==> src/sv/hcb_pkg.sv <==
// shared types and constants for the hex cell binning block
package hcb_pkg;
   localparam int MaxCells = 256;
   localparam int IdW = $clog2(MaxCells);
   localparam int DivW = 64;
   localparam logic [30:0] Sqrt3Q30 = 31'd1859775393;
   localparam logic [23:0] RadiusReset = 24'd25600;

   typedef struct packed {
      logic load;
      logic div_start;
      logic round_go;
      logic ctr_go;
      logic search_clr;
      logic search_step;
      logic rd_go;
      logic write_new;
      logic write_hit;
      logic result_go;
   } cmd_type;

   typedef struct packed {
      logic div_done;
      logic ovf;
      logic search_end;
      logic hit;
      logic ctr_done;
      logic full;
   } sts_type;
endpackage

==> src/sv/hcb_ctrl.sv <==
// controller state machine for the binning sequence
module hcb_ctrl
   import hcb_pkg::*;
(
   input  logic             clock,
   input  logic             reset,
   input  logic             req_valid,
   output logic             req_ready,
   output logic             rsp_valid,
   input  logic             rsp_ready,
   output hcb_pkg::cmd_type cmd,
   input  hcb_pkg::sts_type sts
);
   localparam logic [2:0] StIdle = 3'd0, StStart = 3'd1, StDiv = 3'd2, StCtr = 3'd3,
                          StSearch = 3'd4, StDrain = 3'd5, StUpd = 3'd6, StOut = 3'd7;
   logic [2:0] st_ff, st_in;
   logic [1:0] wt_ff, wt_in;

   always_comb begin
      st_in = st_ff;
      wt_in = wt_ff;
      cmd = '0;
      unique case (st_ff)
         StIdle: if (req_valid) begin
            cmd.load = 1'b1;
            wt_in = 2'd2;
            st_in = StStart;
         end
         StStart: begin
            wt_in = wt_ff - 2'd1;
            if (wt_ff == 2'd1) begin
               cmd.div_start = 1'b1;
               st_in = StDiv;
            end
         end
         StDiv: if (sts.div_done) begin
            st_in = StCtr;
         end
         StCtr: begin
            if (wt_ff == 2'd0) begin
               cmd.round_go = 1'b1;
               wt_in = 2'd1;
            end else if (wt_ff == 2'd1) begin
               cmd.ctr_go = 1'b1;
               cmd.search_clr = 1'b1;
               wt_in = 2'd2;
            end else if (sts.ctr_done) begin
               wt_in = 2'd0;
               st_in = sts.ovf ? StUpd : StSearch;
            end
         end
         StSearch: begin
            if (sts.hit || sts.search_end) begin
               st_in = StDrain;
            end else begin
               cmd.search_step = 1'b1;
            end
         end
         StDrain: begin
            cmd.rd_go = 1'b1;
            st_in = StUpd;
         end
         StUpd: begin
            cmd.result_go = 1'b1;
            if (!sts.ovf) begin
               if (sts.hit) begin
                  cmd.write_hit = 1'b1;
               end else if (!sts.full) begin
                  cmd.write_new = 1'b1;
               end
            end
            st_in = StOut;
         end
         StOut: if (rsp_ready) begin
            st_in = StIdle;
         end
         default: st_in = StIdle;
      endcase
   end

   always_ff @(posedge clock) begin
      if (reset) begin
         st_ff <= StIdle;
         wt_ff <= '0;
      end else begin
         st_ff <= st_in;
         wt_ff <= wt_in;
      end
   end

   assign req_ready = st_ff == StIdle;
   assign rsp_valid = st_ff == StOut;
endmodule

==> config.mk <==
export PLATFORM = sky130hd
export DESIGN_NAME = hcb_ctrl
export DESIGN_NICKNAME = d
export VERILOG_FILES = /design/src/sv/hcb_pkg.sv /design/src/sv/hcb_ctrl.sv
export SDC_FILE = /design/constraint.sdc
export NUM_CORES = 1
export LEC_CHECK = 0
export BUFFER_PORTS_ARGS = -buffer_cell sky130_fd_sc_hd__buf_4
export CORE_MARGIN = 2
export CORE_UTILIZATION = 25
export CTS_CLUSTER_SIZE = 14
export DETAILED_ROUTE_END_ITERATION = 8
export GPL_TIMING_DRIVEN = 1
export HOLD_SLACK_MARGIN = 0.1
export MAX_ROUTING_LAYER = met4
export SKIP_CTS_REPAIR_TIMING = 1
export SLEW_MARGIN = 0
export SYNTH_ARGS = -nofsm -noshare
export SYNTH_HDL_FRONTEND = slang
export SYNTH_SLANG_ARGS = --single-unit
==> constraint.sdc <==
create_clock -name clock -period 3.24 [get_ports clock]
set_clock_uncertainty 0.15 [all_clocks]
set_input_delay 0.486 -clock clock [delete_from_list [all_inputs] [get_ports clock]]
set_output_delay 0.486 -clock clock [all_outputs]
set_load 0.05 [all_outputs]
### Word-level counts from Yosys, hierarchy flattened

Index checks and enable logic that the tools add are counted.

| word-level totals | value |
|---|---|
| input port bits | 10 |
| flip-flop bits (word level) | 5 |
| output and inout port bits | 12 |
| memories | 0 |
| bits in read-only memories | 0 |
| latch bits | 0 |
| word-level logic and storage cells | 57 |
| bits in writable memories | 0 |

| operators by class | value |
|---|---|
| order comparisons | 0 |
| bitwise logic cells | 0 |
| reductions and logical operators | 6 |
| $mul | 0 |
| equal/unequal tests | 17 |
| shifts and indexed selects | 0 |
| div/mod/pow operators | 0 |
| add/subtract/negate cells | 1 |
| mux-type cells | 31 |

Operators with widths:

| cell | count |
|---|---|
| $mux W3 | 10 |
| $pmux W3 S8 | 1 |
| $mux W2 | 8 |
| $ne A2 B2 Y1 const B | 7 |
| $eq A3 B3 Y1 const B | 4 |
| $mux W1 | 11 |
| $reduce_and A8 Y1 | 1 |
| $eq A3 B2 Y1 const B | 2 |
| $pmux W2 S3 | 1 |
| $ne A4 B4 Y1 const B | 1 |
| $eq A3 B1 Y1 const B | 1 |
| $logic_not A3 Y1 | 1 |
| $reduce_and A3 Y1 | 1 |
| $reduce_bool A3 Y1 | 1 |
| $eq A2 B1 Y1 const B | 1 |
| $logic_not A2 Y1 | 1 |
| $ne A2 B1 Y1 const B | 1 |
| $sub A2 B1 Y2 const B | 1 |
| $logic_or A1 B1 Y1 | 1 |

### Depth between registers and ports, before layout

| logic depth | value |
|---|---|
| depth in word-level cells | 5 |
| mapped depth | 5 |
| mapped depth without buffers | 5 |

### Worst setup path after synthesis

Ideal clock, no wire load.

| timing | value |
|---|---|
| path type | reg2out |
| start | register st_ff[1] |
| end | output cmd[2] (netlist bit) |
| data required time | 2604 ps |
| setup slack | 227 ps |
| stages on the path, launching flop included | 5 |
| path buffers | 1 |
| arrival time | 2377 ps |
| cell sequence | dfxtp_1 > buf_2 > nand2_1 > nor2_1 > nor4b_2 |

RTL lines:

| item | RTL line | RTL |
|---|---|---|
| start, declared | hcb_ctrl.sv:16 | `logic [2:0] st_ff, st_in;` |
| start signal, assigned | hcb_ctrl.sv:83 | `st_ff <= StIdle;` |
| start signal, assigned | hcb_ctrl.sv:86 | `st_ff <= st_in;` |
| end, declared | hcb_ctrl.sv:11 | `output hcb_pkg::cmd_type cmd,` |

==> results.txt <==
----------------------------------------------------
[Critical path]
  Required @ worst endpoint ... 2.60 ns
  Gate family responsible for the most delay along the worst path ... flip-flops
  Worst R2R Path Depth ... 5
  FF-to-FF End ... st_ff[1]$_SDFFE_PP0P_
  Largest stage delay on the critical path ... 0.61 ns
  Element type at the critical path end ... output port
  Data arrival time of the critical path ... 1.63 ns
  Cell at the slowest stage of the critical path ... sky130_fd_sc_hd__dfxtp_1
  Buf+Inv Stages, Crit Path ... 1
  CP Launch Type ... flip-flop
  CP startpoint ... st_ff[1]$_SDFFE_PP0P_
  Capturing element of the worst setup path ... cmd[1]
  Critical path peak fanout ... 18
  CP Cell Sequence ... nand2_1 > nor4b_1 > buf_4
  Crit. path cell count ... 3
  Reg-to-reg slack, setup ... 1.41 ns
  Launching point of the worst reg2reg path ... wt_ff[0]$_SDFFE_PP0P_
  Setup Crit Path Kind ... reg2out

[Placed design]
  Number of input and output port buffers inserted ... 21
  HPWL after detailed placement ... 933 um
  Final weighted congestion in routability-driven placement ... 0.751

[STA]
  Worst Max-Slew Pin Slew ... 0.481 ns
  Headroom to the max-slew limit ... 0.679
  Hold violation total from the final report ... 0
  Setup violations, final ... 0
  Final worst hold slack ... 0.295 ns
  Count of final max-slew check failures ... 0
  Final total negative setup slack ... 0 ns
  Setup repair after global routing missed its margin ... no
  Fmax ... 440 MHz
  Crit path time final ... 2.27 ns
  Share of the clock period used by the worst path ... 0.701

[Pwr]
  Leakage power ... 0.000301 uW
  Maximum VDD drop ... 0.149 mV
  Power density normalized to cell area ... 331 nW/um2

[Clock network]
  CTS tree ... done
  Clock buffer count from CTS ... 3
  Clk Latency, worst-skew pair ... 0.25 ns
  CTS Root Buffer Type ... sky130_fd_sc_hd__clkbuf_4
  CTS Sinks ... 5
  Clock-pin slew on the worst setup and hold paths ... 0.04 ns
  Count of H-tree levels built during CTS ... 1
  Maximum number of buffers from clock root to sink ... 2

[Cells and area]
  Share of final-layout standard cells stronger than drive strength 1 ... 0.354
  Diodes inserted ... 0
  Total number of nets in the final design ... 96
  Layout-stage area growth over the synthesis result ... 39.4%
  Highest-count cells in the layout ignoring fill and taps ... 21 x sky130_fd_sc_hd__buf_4, 5 x sky130_fd_sc_hd__dfxtp_1
  Most frequent standard cell in the layout excluding fill and tap cells ... sky130_fd_sc_hd__buf_4

[Global route]
  Global-route wire length before repair ... 1810 um
  Overflow left after global routing ... 0
  Aggregate global-route resource usage ... 0.121
  Via count of the first global-routing pass ... 468
  Pin count of the biggest net entering global routing ... 19
  Number of antenna violations at the first check in global routing ... 0

[Routing]
  Routed wl met3 ... 120 um
  Highest metal used ... met3
  Number of DRC markers in iteration 0 ... 13
  Routed length per instance ... 11.3 um
  Antenna-violating nets left ... 0
  Average vias per placed instance ... 4.89
  Metal-1 WL ... 540 um
  Count of vias placed by the detailed router ... 523
  Aggregate routed wire length ... 1210 um
  Amount of wire on met2 after detailed routing ... 548 um
  DRC violation count after routing ... 0
  Router iterations before antenna repair ... 4

[Logic synthesis]
  Total of warnings raised by yosys ... 0
  Share of the yosys chip area belonging to registers ... 0.205
  Distinct cell type count of the synthesized netlist ... 31
  Per-instance average area after synthesis ... 8.02 um2
  #FFs+latches synth ... 5
  Nets in the synthesized netlist ... 74
  Area of the mapped netlist ... 489 um2
  Post-synthesis instance total ... 61

[Die]
  Core footprint ... 1780 um2
  Die height ... 48.2 um
  Initial core utilization ... 0.274
  Cell row count ... 15
  Die width ... 48.2 um
  Number of ports placed on the die boundary ... 22
  Die Area ... 2330 um2

[Run status]
  Run status ... finished, final reports clean

[Hold path]
  Classification of the worst-slack hold path ... in2reg

[Job]
  Max-cap check violation count ... 0

----------------------------------------------------
-- per-stage QoR --
stage	cells	power [uW]	setup WS [ns]	area [um2]	util
after detailed placement	103	154	1.22	656	0.368
final	107	226	0.969	682	0.382
after global placement	103	153	1.32	656	0.368
after CTS	107	229	0.949	682	0.382
after global routing	107	241	0.866	682	0.382
after floorplan	61	129	0.227	489	-
-- sequential cells by signal, indices dropped and copies added (netlist names) --
name / cells
wt_ff: 2
st_ff: 3
-- cell type report --
| class | count | area [um2] |
|---|---|---|
| Clock buffer | 4 | 26.3 |
| Multi-Input combinational cell | 48 | 352 |
| Inverter | 4 | 15.0 |
| Tap cell | 25 | 31.3 |
| Fill cell | 194 | 1100 |
| Sequential cell | 5 | 100 |
| Timing Repair Buffer | 21 | 158 |
-- cells by family (layout without fill, tap and decap cells) --
kind of cell	after synthesis	in the layout	synth area share
flip-flops	5	5	0.205
AND/OR/NAND/NOR	35	35	0.468
AO/OA/AOI/OAI	10	10	0.174
buffers and inverters	8	29	0.0767
adder cells (fa/ha/maj)	3	3	0.0767
-- metal layers --
layer | up-vias | track usage
met5 | - | -
li1 | 266 | -
met1 | 234 | 0.141
met2 | 23 | 0.179
met4 | 0 | 0.0162
met3 | 0 | 0.0778
-- where the power goes --
part	switching, uW	internal, uW	total (uW)
registers	9.26	67.1	76.4
clock network	27.0	46.6	73.6
logic	43.2	32.4	75.7
total	79.5	146	226
-- worst min path at each step --
stage                                startpoint               endpoint  cells past startpoint
after CTS                                 reset  st_ff[1]$_SDFFE_PP0P_                      2
final                                     reset  wt_ff[1]$_SDFFE_PP0P_                      2
after floorplan           wt_ff[1]$_SDFFE_PP0P_  wt_ff[1]$_SDFFE_PP0P_                      2
after global placement    wt_ff[1]$_SDFFE_PP0P_  wt_ff[1]$_SDFFE_PP0P_                      2
after detailed placement  wt_ff[1]$_SDFFE_PP0P_  wt_ff[1]$_SDFFE_PP0P_                      2
after global routing                      reset  st_ff[1]$_SDFFE_PP0P_                      2
-- worst register-to-register path, stage by stage, from the launching register on --
cell and delay (ns):
sky130_fd_sc_hd__dfxtp_1 0.43, sky130_fd_sc_hd__inv_1 0.07, sky130_fd_sc_hd__ha_1 0.26, sky130_fd_sc_hd__nor4bb_1 0.36, sky130_fd_sc_hd__o311ai_1 0.19, sky130_fd_sc_hd__a221oi_2 0.29
-- cell usage after synthesis --
cell                       count  area share
sky130_fd_sc_hd__dfxtp_1       5        0.20
sky130_fd_sc_hd__and3_1        4       0.051
sky130_fd_sc_hd__inv_1         4       0.031
sky130_fd_sc_hd__nand2_1       4       0.031
sky130_fd_sc_hd__nor2_1        4       0.031
sky130_fd_sc_hd__buf_2         3       0.031
sky130_fd_sc_hd__ha_1          3       0.077
sky130_fd_sc_hd__nand2b_1      3       0.038
sky130_fd_sc_hd__nor3_1        3       0.031
sky130_fd_sc_hd__a21oi_1       2       0.020
sky130_fd_sc_hd__a221oi_2      2       0.061
sky130_fd_sc_hd__a31oi_1       2       0.026
sky130_fd_sc_hd__and2_1        2       0.026
sky130_fd_sc_hd__nor4b_1       2       0.036
sky130_fd_sc_hd__nor4b_2       2       0.061
sky130_fd_sc_hd__a211o_1       1       0.018
sky130_fd_sc_hd__a211oi_1      1       0.015
sky130_fd_sc_hd__and2b_1       1       0.015
sky130_fd_sc_hd__and4b_1       1       0.020
sky130_fd_sc_hd__buf_4         1       0.015
sky130_fd_sc_hd__nand3_1       1       0.010
sky130_fd_sc_hd__nand3b_1      1       0.015
sky130_fd_sc_hd__nand4_1       1       0.013
sky130_fd_sc_hd__nor2b_1       1       0.013
sky130_fd_sc_hd__nor4bb_1      1       0.020
sky130_fd_sc_hd__o211ai_1      1       0.015
sky130_fd_sc_hd__o311ai_1      1       0.018
sky130_fd_sc_hd__or2_2         1       0.013
sky130_fd_sc_hd__or2b_1        1       0.015
sky130_fd_sc_hd__or3_1         1       0.013
sky130_fd_sc_hd__or4_1         1       0.015
No activity file was read; power rests on OpenSTA's default activity.
